--- src/rtl/core/rcsfd_pkg.sv ---
// Shared types and constants for the satellite receiver frame decoder.
// Used by the front queue, the back execution unit and the top level.
`timescale 1ns / 1ps

package rcsfd_pkg;

  localparam logic OP_BYTE = 1'b0;
  localparam logic OP_READ = 1'b1;

  localparam int CFG_INDEX_W = 8;
  localparam int CFG_DATA_W  = 32;

  localparam logic [CFG_INDEX_W-1:0] CFG_HIGH_RES  = 8'd0;
  localparam logic [CFG_INDEX_W-1:0] CFG_MIDDLE    = 8'd1;
  localparam logic [CFG_INDEX_W-1:0] CFG_CHAN_MAP  = 8'd2;
  localparam logic [CFG_INDEX_W-1:0] CFG_GAP_THRES = 8'd3;

  localparam logic        RST_HIGH_RES  = 1'b1;
  localparam logic [11:0] RST_MIDDLE    = 12'd1500;
  localparam logic [20:0] RST_CHAN_MAP  = 21'd1754760;
  localparam logic [15:0] RST_GAP_THRES = 16'd5000;

  localparam logic [11:0] BASE_PULSE = 12'd988;
  localparam int          MAP_FIELDS = 7;

  typedef struct packed {
    logic        high_resolution;
    logic [11:0] middle_value;
    logic [20:0] channel_map;
    logic [15:0] gap_threshold_us;
  } cfg_t;

  typedef struct packed {
    logic        is_read;
    logic [7:0]  rx_byte;
    logic [31:0] time_us;
    logic [3:0]  channel;
  } item_t;

endpackage

--- src/rtl/core/rcsfd_front.sv ---
// Front end of the frame decoder: accepts and classifies input items.
// Holds them in a two-entry queue for the back end; uses rcsfd_pkg.
`timescale 1ns / 1ps

module rcsfd_front (
  input  logic              clk,
  input  logic              rst,
  input  logic              item_valid,
  output logic              item_stall,
  input  logic              operation,
  input  logic [7:0]        rx_byte,
  input  logic [31:0]       time_us,
  input  logic [3:0]        channel,
  output logic              q_valid,
  output rcsfd_pkg::item_t  q_item,
  input  logic              q_pop
);
  import rcsfd_pkg::*;

  item_t      entry [2];
  logic       wr_ptr;
  logic       rd_ptr;
  logic [1:0] count;
  logic       push;
  item_t      incoming;

  assign item_stall = (count == 2'd2);
  assign push       = item_valid && !item_stall;
  assign q_valid    = (count != 2'd0);
  assign q_item     = entry[rd_ptr];

  always_comb begin
    incoming.is_read = (operation == OP_READ);
    incoming.rx_byte = rx_byte;
    incoming.time_us = time_us;
    incoming.channel = channel;
  end

  always_ff @(posedge clk) begin
    if (rst) begin
      wr_ptr <= 1'b0;
      rd_ptr <= 1'b0;
      count  <= 2'd0;
    end else begin
      if (push) begin
        wr_ptr <= !wr_ptr;
      end
      if (q_pop) begin
        rd_ptr <= !rd_ptr;
      end
      if (push && !q_pop) begin
        count <= count + 2'd1;
      end else if (!push && q_pop) begin
        count <= count - 2'd1;
      end
    end
  end

  always_ff @(posedge clk) begin
    if (push) begin
      entry[wr_ptr] <= incoming;
    end
  end

endmodule

--- src/rtl/core/rcsfd_back.sv ---
// Back end of the frame decoder: stores frame bytes, walks the decode and
// answers channel reads into an output register. Uses rcsfd_pkg.
`timescale 1ns / 1ps

module rcsfd_back #(
  parameter int FRAME_BYTES = 16,
  parameter int CHANNELS    = 7
) (
  input  logic              clk,
  input  logic              rst,
  input  rcsfd_pkg::cfg_t   cfg,
  input  logic              q_valid,
  input  rcsfd_pkg::item_t  q_item,
  output logic              q_pop,
  output logic              result_valid,
  input  logic              result_stall,
  output logic [11:0]       channel_value,
  output logic              frame_done
);
  import rcsfd_pkg::*;

  localparam int POS_W     = $clog2(FRAME_BYTES);
  localparam int LAST_WORD = FRAME_BYTES / 2 - 1;
  localparam int WK        = $clog2(LAST_WORD + 1);
  localparam int CH_W      = (CHANNELS > 1) ? $clog2(CHANNELS) : 1;

  typedef enum logic [1:0] {S_IDLE, S_DEC_RD, S_DEC_WR, S_LOOK} state_t;

  state_t           state;
  logic [7:0]       frame_store [FRAME_BYTES];
  logic [POS_W-1:0] wpos;
  logic [31:0]      last_time;
  logic             pending;
  logic             seen;
  logic [10:0]      chan_vals [CHANNELS];
  logic [WK-1:0]    word;
  logic [3:0]       rd_chan;
  logic [7:0]       rd_hi;
  logic [7:0]       rd_lo;

  logic             out_free;
  logic             load_res;
  logic [31:0]      gap;
  logic [POS_W-1:0] pos_eff;
  logic             at_last;
  logic [POS_W-1:0] wpos_next;
  logic [POS_W-1:0] hi_addr;
  logic [POS_W-1:0] lo_addr;
  logic [3:0]       dec_id;
  logic [10:0]      dec_val;
  logic             id_ok;
  logic [2:0]       map_f [8];
  logic [2:0]       slot;
  logic             look_ok;
  logic [10:0]      look_raw;
  logic [10:0]      look_adj;
  logic [11:0]      look_val;

  assign out_free = !result_valid || !result_stall;
  assign q_pop    = (state == S_IDLE) && q_valid && out_free;
  assign load_res = (q_pop && !q_item.is_read) || ((state == S_LOOK) && out_free);

  assign gap       = q_item.time_us - last_time;
  assign pos_eff   = (gap > {16'd0, cfg.gap_threshold_us}) ? '0 : wpos;
  assign at_last   = (pos_eff == POS_W'(FRAME_BYTES - 1));
  assign wpos_next = at_last ? pos_eff : pos_eff + POS_W'(1);

  assign hi_addr = POS_W'({word, 1'b0});
  assign lo_addr = POS_W'({word, 1'b1});

  assign dec_id  = cfg.high_resolution ? rd_hi[6:3] : rd_hi[5:2];
  assign dec_val = cfg.high_resolution ? {rd_hi[2:0], rd_lo} : {1'b0, rd_hi[1:0], rd_lo};
  assign id_ok   = (dec_id < CHANNELS);

  always_comb begin
    map_f = '{default: '0};
    for (int i = 0; i < MAP_FIELDS; i++) begin
      map_f[i] = cfg.channel_map[3*i +: 3];
    end
  end

  assign slot     = map_f[rd_chan[2:0]];
  assign look_ok  = seen && (rd_chan < CHANNELS) && (rd_chan < MAP_FIELDS) && (slot < CHANNELS);
  assign look_raw = chan_vals[CH_W'(slot)];
  assign look_adj = cfg.high_resolution ? {1'b0, look_raw[10:1]} : look_raw;
  assign look_val = look_ok ? BASE_PULSE + {1'b0, look_adj} : cfg.middle_value;

  always_ff @(posedge clk) begin
    if (q_pop && !q_item.is_read) begin
      frame_store[pos_eff] <= q_item.rx_byte;
    end
    if (state == S_DEC_RD) begin
      rd_hi <= frame_store[hi_addr];
      rd_lo <= frame_store[lo_addr];
    end
  end

  always_ff @(posedge clk) begin
    if (rst) begin
      state        <= S_IDLE;
      result_valid <= 1'b0;
      wpos         <= '0;
      last_time    <= '0;
      pending      <= 1'b0;
      seen         <= 1'b0;
      word         <= '0;
      for (int i = 0; i < CHANNELS; i++) begin
        chan_vals[i] <= '0;
      end
    end else begin
      if (load_res) begin
        result_valid <= 1'b1;
      end else if (!result_stall) begin
        result_valid <= 1'b0;
      end
      unique case (state)
        S_IDLE: begin
          if (q_pop) begin
            if (!q_item.is_read) begin
              seen          <= 1'b1;
              last_time     <= q_item.time_us;
              wpos          <= wpos_next;
              if (at_last) begin
                pending <= 1'b1;
              end
              channel_value <= '0;
              frame_done    <= at_last;
            end else begin
              rd_chan <= q_item.channel;
              if (pending) begin
                word  <= WK'(1);
                state <= S_DEC_RD;
              end else begin
                state <= S_LOOK;
              end
            end
          end
        end
        S_DEC_RD: begin
          state <= S_DEC_WR;
        end
        S_DEC_WR: begin
          if (id_ok) begin
            chan_vals[CH_W'(dec_id)] <= dec_val;
          end
          if (word == WK'(LAST_WORD)) begin
            pending <= 1'b0;
            state   <= S_LOOK;
          end else begin
            word  <= word + WK'(1);
            state <= S_DEC_RD;
          end
        end
        S_LOOK: begin
          if (out_free) begin
            channel_value <= look_val;
            frame_done    <= 1'b0;
            state         <= S_IDLE;
          end
        end
      endcase
    end
  end

endmodule

--- src/rtl/core/rc_satellite_frame_decoder_top.sv ---
// Top level of the satellite receiver frame decoder: configuration registers,
// front queue and back execution unit. Uses rcsfd_pkg, rcsfd_front, rcsfd_back.
//
//   Channel  Handshake              Payload
//   item     item_valid/item_stall  operation, rx_byte, time_us, channel
//   result   result_valid/stall     channel_value, frame_done
//   config   cfg_valid/cfg_ready    cfg_index, cfg_data
//
// A byte item waits in the queue until the back end pops it and loads its result.
// A read item ends in S_LOOK; when a completed frame is pending it first walks
// the decode one word per step, S_DEC_RD then S_DEC_WR, for words 1 to FRAME_BYTES/2 - 1.
// Reset is synchronous and clears all control state and the channel values.
// A stalled result holds in the output register; the queue takes items until both entries fill.
`timescale 1ns / 1ps

module rc_satellite_frame_decoder_top #(
  parameter int FRAME_BYTES = 16,
  parameter int CHANNELS    = 7
) (
  input  logic                                clk,
  input  logic                                rst,
  input  logic                                item_valid,
  output logic                                item_stall,
  input  logic                                operation,
  input  logic [7:0]                          rx_byte,
  input  logic [31:0]                         time_us,
  input  logic [3:0]                          channel,
  output logic                                result_valid,
  input  logic                                result_stall,
  output logic [11:0]                         channel_value,
  output logic                                frame_done,
  input  logic                                cfg_valid,
  output logic                                cfg_ready,
  input  logic [rcsfd_pkg::CFG_INDEX_W-1:0]   cfg_index,
  input  logic [rcsfd_pkg::CFG_DATA_W-1:0]    cfg_data
);
  import rcsfd_pkg::*;

  cfg_t  cfg;
  logic  q_valid;
  item_t q_item;
  logic  q_pop;

  assign cfg_ready = 1'b1;

  always_ff @(posedge clk) begin
    if (rst) begin
      cfg.high_resolution  <= RST_HIGH_RES;
      cfg.middle_value     <= RST_MIDDLE;
      cfg.channel_map      <= RST_CHAN_MAP;
      cfg.gap_threshold_us <= RST_GAP_THRES;
    end else if (cfg_valid && cfg_ready) begin
      unique case (cfg_index)
        CFG_HIGH_RES:  cfg.high_resolution  <= cfg_data[0];
        CFG_MIDDLE:    cfg.middle_value     <= cfg_data[11:0];
        CFG_CHAN_MAP:  cfg.channel_map      <= cfg_data[20:0];
        CFG_GAP_THRES: cfg.gap_threshold_us <= cfg_data[15:0];
        default: begin
        end
      endcase
    end
  end

  rcsfd_front u_front (
    .clk        (clk),
    .rst        (rst),
    .item_valid (item_valid),
    .item_stall (item_stall),
    .operation  (operation),
    .rx_byte    (rx_byte),
    .time_us    (time_us),
    .channel    (channel),
    .q_valid    (q_valid),
    .q_item     (q_item),
    .q_pop      (q_pop)
  );

  rcsfd_back #(
    .FRAME_BYTES (FRAME_BYTES),
    .CHANNELS    (CHANNELS)
  ) u_back (
    .clk           (clk),
    .rst           (rst),
    .cfg           (cfg),
    .q_valid       (q_valid),
    .q_item        (q_item),
    .q_pop         (q_pop),
    .result_valid  (result_valid),
    .result_stall  (result_stall),
    .channel_value (channel_value),
    .frame_done    (frame_done)
  );

endmodule

--- config.mk ---
export PLATFORM = sky130hd
export DESIGN_NAME = rc_satellite_frame_decoder_top
export DESIGN_NICKNAME = d
export VERILOG_FILES = /design/src/rtl/core/rcsfd_pkg.sv /design/src/rtl/core/rcsfd_front.sv /design/src/rtl/core/rcsfd_back.sv /design/src/rtl/core/rc_satellite_frame_decoder_top.sv
export SDC_FILE = /design/constraint.sdc
export NUM_CORES = 1
export LEC_CHECK = 0
export ABC_AREA = 0
export BUFFER_PORTS_ARGS = -buffer_cell sky130_fd_sc_hd__buf_2
export CAP_MARGIN = 20
export CORE_ASPECT_RATIO = 0.9
export CORE_MARGIN = 5
export CORE_UTILIZATION = 40
export CTS_BUF_LIST = sky130_fd_sc_hd__clkbuf_8
export DETAILED_ROUTE_END_ITERATION = 10
export PLACE_DENSITY = 0.6
export RECOVER_POWER = 25
export SLEW_MARGIN = 30
export SYNTH_ARGS = -nofsm -noshare
export SYNTH_HDL_FRONTEND = slang
export SYNTH_SLANG_ARGS = --single-unit
--- constraint.sdc ---
create_clock -name clk -period 12.6 [get_ports clk]
set_input_delay 1.26 -clock clk [delete_from_list [all_inputs] [get_ports clk]]
set_output_delay 1.26 -clock clk [all_outputs]
set_load 0.05 [all_outputs]
**After elaboration in Yosys (flattened, before gate mapping)**

Memory sizes are Yosys's and may differ from the RTL's. A register that Yosys moved wholly into a read port is not among the register bits.
Cells that the tools add are included.

- Bits in registers: 115
- Memory bits (writable): 295
- Input port bits: 90
- Memories: 3

- $add $sub $neg: 6
- Order comparisons: 5
- Eq/ne operators: 18
- Multiplexer cells: 52
- Bitwise logic cells: 3
- Reductions and logical operators: 37

Memories:

| memory | words | width | read ports | clocked after Yosys merged registers in | write ports | RTL line | RTL |
|---|---|---|---|---|---|---|---|
| u_back.frame_store | 16 | 8 | 2 | 2 | 1 | rcsfd_back.sv:30 | `logic [7:0] frame_store [FRAME_BYTES];` |
| u_front.entry | 2 | 45 | 1 | 1 | 1 | rcsfd_front.sv:20 | `item_t entry [2];` |
| u_back.chan_vals | 7 | 11 | 1 | 0 | 7 | rcsfd_back.sv:35 | `logic [10:0] chan_vals [CHANNELS];` |

Operators by type and width:

| kind | count |
|---|---|
| 12-bit two-way mux | 4 |
| 11-bit two-way mux | 3 |
| 32-bit by 16-bit greater-than comparator with 1-bit output | 1 |
| 32-bit subtractor | 1 |
| 12-bit case mux with 2 select lines | 1 |
| 1-bit two-way mux | 22 |
| 3-bit two-way mux | 7 |
| 8-bit by 2-bit equality test with 1-bit output (second input constant) | 2 |
| 5-bit AND reduction | 3 |
| 2-bit two-way mux | 7 |
| 2-bit by 1-bit != test with 1-bit output (second input constant) | 7 |
| 10-bit by 11-bit adder with 12-bit output (first input constant) | 1 |
| 4-bit two-way mux | 3 |
| 11-bit OR reduction | 1 |
| 1-bit logical AND | 10 |
| 3-bit binary-select mux with 3-bit select | 1 |
| 8-bit by 1-bit equality test with 1-bit output (second input constant) | 1 |
| 1-bit logical NOT | 8 |
| 8-bit logical NOT | 1 |
| 4-bit by 3-bit less-than comparator with 1-bit output (second input constant) | 2 |
| 2-bit case mux with 4 select lines | 1 |
| 2-bit AND reduction | 4 |
| 2-bit nonzero test | 4 |
| 2-bit equality test (second input constant) | 3 |
| 18 further kinds | 23 |

**Longest topological paths before layout**

An unclocked memory read counts as a cell.

- Depth after elaboration: 10
- Gate-level depth with buffers: 29

**Cells and area by module**

From an unflattened synthesis, not the netlist that was laid out.

- Cell total of the unflattened synthesis: 1,625
- Area, all modules: 20,282.0 µm²

By module, submodules not included:

| module | instances | cells each | area an instance (µm²) |
|---|---|---|---|
| rcsfd_back | 1 | 1,256 | 14,734.1 |
| rcsfd_front | 1 | 165 | 3,463.3 |
| rc_satellite_frame_decoder_top | 1 | 204 | 2,084.5 |

**Least setup slack after synthesis**

No wires, ideal clock.

- Path kind: reg2reg
- Start: reg with a tool-made name
- End: mem u_back.frame_store[11][0], enable pin
- Library setup time: 383 ps
- Arrival: 5,366 ps
- Required time: 12,217 ps
- Path slack: 6,851 ps
- Cell stages (with the launch flop): 26
- Path buffers: 2
- Clock period less this slack: 5,749 ps
- Cells stage by stage: dfxtp_1 buf_2 buf_1 mux2_2 ha_1 a21oi_1 nand2_1 o21ai_1 nand2_1 nand3_1 nand2_1 a31oi_1 xnor2_1 ha_1 nand4_1 a21oi_1 o31ai_1 o211ai_1 nor4_1 o2111ai_1 and4b_1 and3_1 and2_1 ha_1 inv_1 nor3_1

RTL lines:

| what | RTL line |
|---|---|
| end: declaration | rcsfd_back.sv:30 |

==> implementation parameters <==
Parameter                              Value

Clocking
  TritonCTS clock tree    yes
  Clock transition time at the flip-flop clock pins of the worst setup and hold paths    0.06 ns
  Count of buffers added by post-CTS timing repair for setup    0
  Max Root-Sink Buffers    3
  H-tree lvl count    3
  Clock tree root driver cell    clkbuf_8
  Post-cts gate resize count    0
  Clock buffers created by TritonCTS    71
  Skew-Pair Late Insertion Delay    0.63 ns
  Clock tree sinks    429
  Count of hold buffers inserted by post-cts repair    0

Logic synthesis
  Fraction of the mapped netlist area in simple logic gates    11.48%
  Multiplexer share of the synthesized area    12.69%
  Number of instances in the synthesized netlist    1634
  Largest family of logic cells by synthesized area    multiplexers
  Ys flop type    edfxtp_1
  Sequential-to-total area share from yosys stat    59.17%
  Proportion of netlist area held by the largest area contributor    between 40% and 50%
  Largest cells by area after synthesis    edfxtp_1 48%, dfxtp_1 11%, mux4_2 5.2%
  Number of unique standard cell types used by synthesis    75
  #FFs+latches synth    429
  Post-Synth XOR/XNOR Area    1.144%
  Adder-cell share of the synthesized area    3.682%
  Leading area contributor after synthesis    edfxtp_1
  Per-instance average area after synthesis    12.19 um^2
  Async SR Flop Fraction    0%
  Synth Cell Area    19910 um^2
  Count of yosys warnings during synthesis    0
  Compound-cell area share of the yosys netlist    roughly 8.5%
  Number of synthesized flops with an enable pin    roughly 320

Timing
  Rel. slew slack    39.02%
  Setup Total Neg Slack    0 ns
  RSZ-0062 raised after global routing    no
  Transition time at the pin with the least slew margin    0.9125 ns
  Worst clock skew on the final layout    0.02183 ns
  Number of setup violations in the final report    0
  Final Max Tran Viols    0
  Hold Violations, Final    0
  Max Fclk    0.1379 GHz
  Shortest clock period the worst path allows after layout    7.252 ns
  Final cycle utilization of the critical path    between 50% and 60%

Power
  Net switching component of the power    roughly 1.6 mW
  Switching Fraction    35.56%
  Int Power    between 2 and 3 mW
  Total power per unit cell area    between 200 and 250 nW/um^2
  Sequential fraction of design power    39.0%
  Design Power    4.585 mW
  Clock share of power    24.8%
  Maximum vdd drop    around 78 uV
  Logic pwr share    36.2%
  Leakage power summed over all cells    about 8.3 nW

Worst setup path
  Critical path arrival    7.50 ns
  Crit-path max FO    28
  CP Launch Type    flip-flop
  Critical path type    flip-flop to flip-flop
  Worst setup EP type    flip-flop
  Required time of the worst setup path    12.85 ns

Final layout
  Nets@finish    1897
  Layout overhead on the synthesized area    12.71%
  Ratio of cells with drive above 1 in the final layout    16.98%
  Number of filler cells placed in the layout    between 4000 and 5000
  Diodes inserted    0

Detailed routing
  DRT antenna net count    0
  Starting DRC count in detailed routing    1058
  DR vias    12960
  Per-cell routed wire length    ~18 um
  DR vias/cell    5.239
  Drt total wl    between 40000 and 50000 um
  Remaining DRCs    0
  First-pass DRT Iterations    5

GRT
  Layer with the highest usage    met1
  Global-route congestion overflow total    0
  Met2 routing resource usage after global routing    23.44%
  Largest net degree at the start of global routing    80
  Initial antenna violation count    0
  Met3 track utilization from global routing    3.592%
  Global routing met1 resource utilization    around 25%
  Gr usage total    16.25%
  Via count of the first global-routing pass    approximately 13000
  Wire length of the first global-routing pass    70550 um

Floorplanning
  Number of placement rows    77
  Starting utilization of the core area    roughly two fifths
  Placeable core region    49230 um^2
  Die outline area    54350 um^2
  Die X-Extent    245.2 um
  Die Height    221.7 um
  Count of pins on the block boundary    about 110

Place
  Hpwl dp    between 30000 and 40000 um
  Final estimated routing congestion in global placement    around 0.9
  Port Buf Inserts    93

Job
  Total of max-cap violations    0

Status
  Run status    completed

Worst hold path
  Min-Delay Path Class    flip-flop to flip-flop
-- metrics by stage --
step                      utilization (%)  instance area (um^2)  hold WS [ns]  std cells  setup slack (ns)
after CTS                           45.65                 22470        0.4546       2473             5.535
after floorplan                         -                 19950        0.4331       1644             6.851
final                               45.59                 22440        0.4528       2473             5.348
after detailed placement            42.98                 21160        0.4470       2347             5.571
after global placement              42.91                 21120        0.4403       2347             5.681
after global routing                45.59                 22440        0.4704       2473             4.530
-- cell type report --
type / instances / area (um^2) / area share (%)
Inverter: 80 / 300.3 / 1.338
Clock buffer: 77 / 1060 / 4.722
Timing Repair Buffer: 115 / 598.1 / 2.665
Tap cell: 671 / 839.6 / 3.741
Multi-Input combinational cell: 1052 / 7607 / 33.90
Clock inverter: 49 / 254.0 / 1.132
Sequential cell: 429 / 11780 / 52.51
-- worst max-delay path, cell delays in order (launching register included) --
cell,delay (ns)
dfxtp_1,0.86
buf_4,0.50
mux2_2,0.43
ha_1,0.36
a21oi_1,0.23
nand2_1,0.10
o21ai_1,0.33
nand2_1,0.14
nand3_1,0.11
nand2_1,0.08
a31oi_1,0.23
xnor2_1,0.16
ha_1,0.27
nand4_1,0.13
a21oi_1,0.06
o31ai_1,0.40
o211ai_1,0.15
nor4_1,0.24
o2111ai_1,0.16
and4b_1,0.33
and3_1,0.28
and2_1,0.19
ha_1,0.22
nand3_1,0.21
nor2_1,0.69
-- state kept, by name, indices dropped and copies added, names as in the netlist, 2 cells and up, named ones only --
name and cells:
u_back.rd_chan 4, u_back.rd_lo 8, u_back.state 2, u_back.wpos 4, u_back.rd_hi 7, u_back.last_time 32
u_front.entry 90, u_back.channel_value 12, u_back.word 3, u_front.count 2, u_back.chan_vals 88, cfg 50
u_back.frame_store 120
-- worst paths after layout --
check                                                       start                                   to  slack (ns)  cells after the start
worst max-delay path                                    flip-flop  u_back.frame_store[15][3]$_DFFE_PP_        5.35                     24
worst min-delay path            u_back.last_time[11]$_SDFFE_PP0P_    u_back.last_time[11]$_SDFFE_PP0P_        0.45                      2
worst max register to register                          flip-flop  u_back.frame_store[15][3]$_DFFE_PP_        5.35                     24
worst min register to register  u_back.last_time[11]$_SDFFE_PP0P_    u_back.last_time[11]$_SDFFE_PP0P_        0.45                      2
-- per-layer routing --
layer | up-vias | part of all wire (%) | wire length, um
met5 | - | 0 | 0
met4 | 0 | 2.2 | 972
met3 | 75 | 6.1 | 2724
met2 | 355 | 42 | 18980
met1 | 6288 | 49 | 22160
li1 | 6237 | - | -
-- cells in the mapped netlist (all sizes together) (23+ instances only) --
| cell type | n |
|---|---|
| nand2 | 208 |
| nor3 | 23 |
| mux4 | 46 |
| edfxtp | 319 |
| buf | 23 |
| mux2 | 59 |
| nor2 | 131 |
| mux2i | 81 |
| nand3 | 28 |
| dfxtp | 110 |
| inv | 80 |
| a21oi | 111 |
| o21ai | 30 |
| ha | 57 |
| clkbuf | 60 |
-- cell usage in the layout, fill, tap and decap left out, types with 16 or more instances in the layout --
cell type	instances
mux4_2	46
nand2_1	208
ha_1	57
mux2i_1	78
inv_1	109
and2_1	19
nor3_1	17
edfxtp_1	319
buf_2	67
a21o_1	16
nor2_1	130
o21ai_0	22
nand4_1	17
a21oi_1	110
buf_4	22
mux2_2	52
clkbuf_8	77
dfxtp_1	108
clkbuf_1	26
nand3_1	27
-- cells by family after synthesis --
kind of cell             count (synthesis)
adder cells (fa/ha/maj)                 58
XOR/XNOR                                26
multiplexers                           186
AO/OA/AOI/OAI                          267
flip-flops                             429
other                                    2
AND/OR/NAND/NOR                        503
buffers and inverters                  163
-- power groups by stage --
stage	clock network [mW]	logic, mW	registers, mW
floorplan	0	1.23	1.80
global placement	0	1.61	1.81
detailed placement	0	1.65	1.82
CTS	1.18	1.66	1.79
global route	1.24	1.83	1.80
finish	1.14	1.66	1.79
No activity file was read; power rests on OpenSTA's default activity.
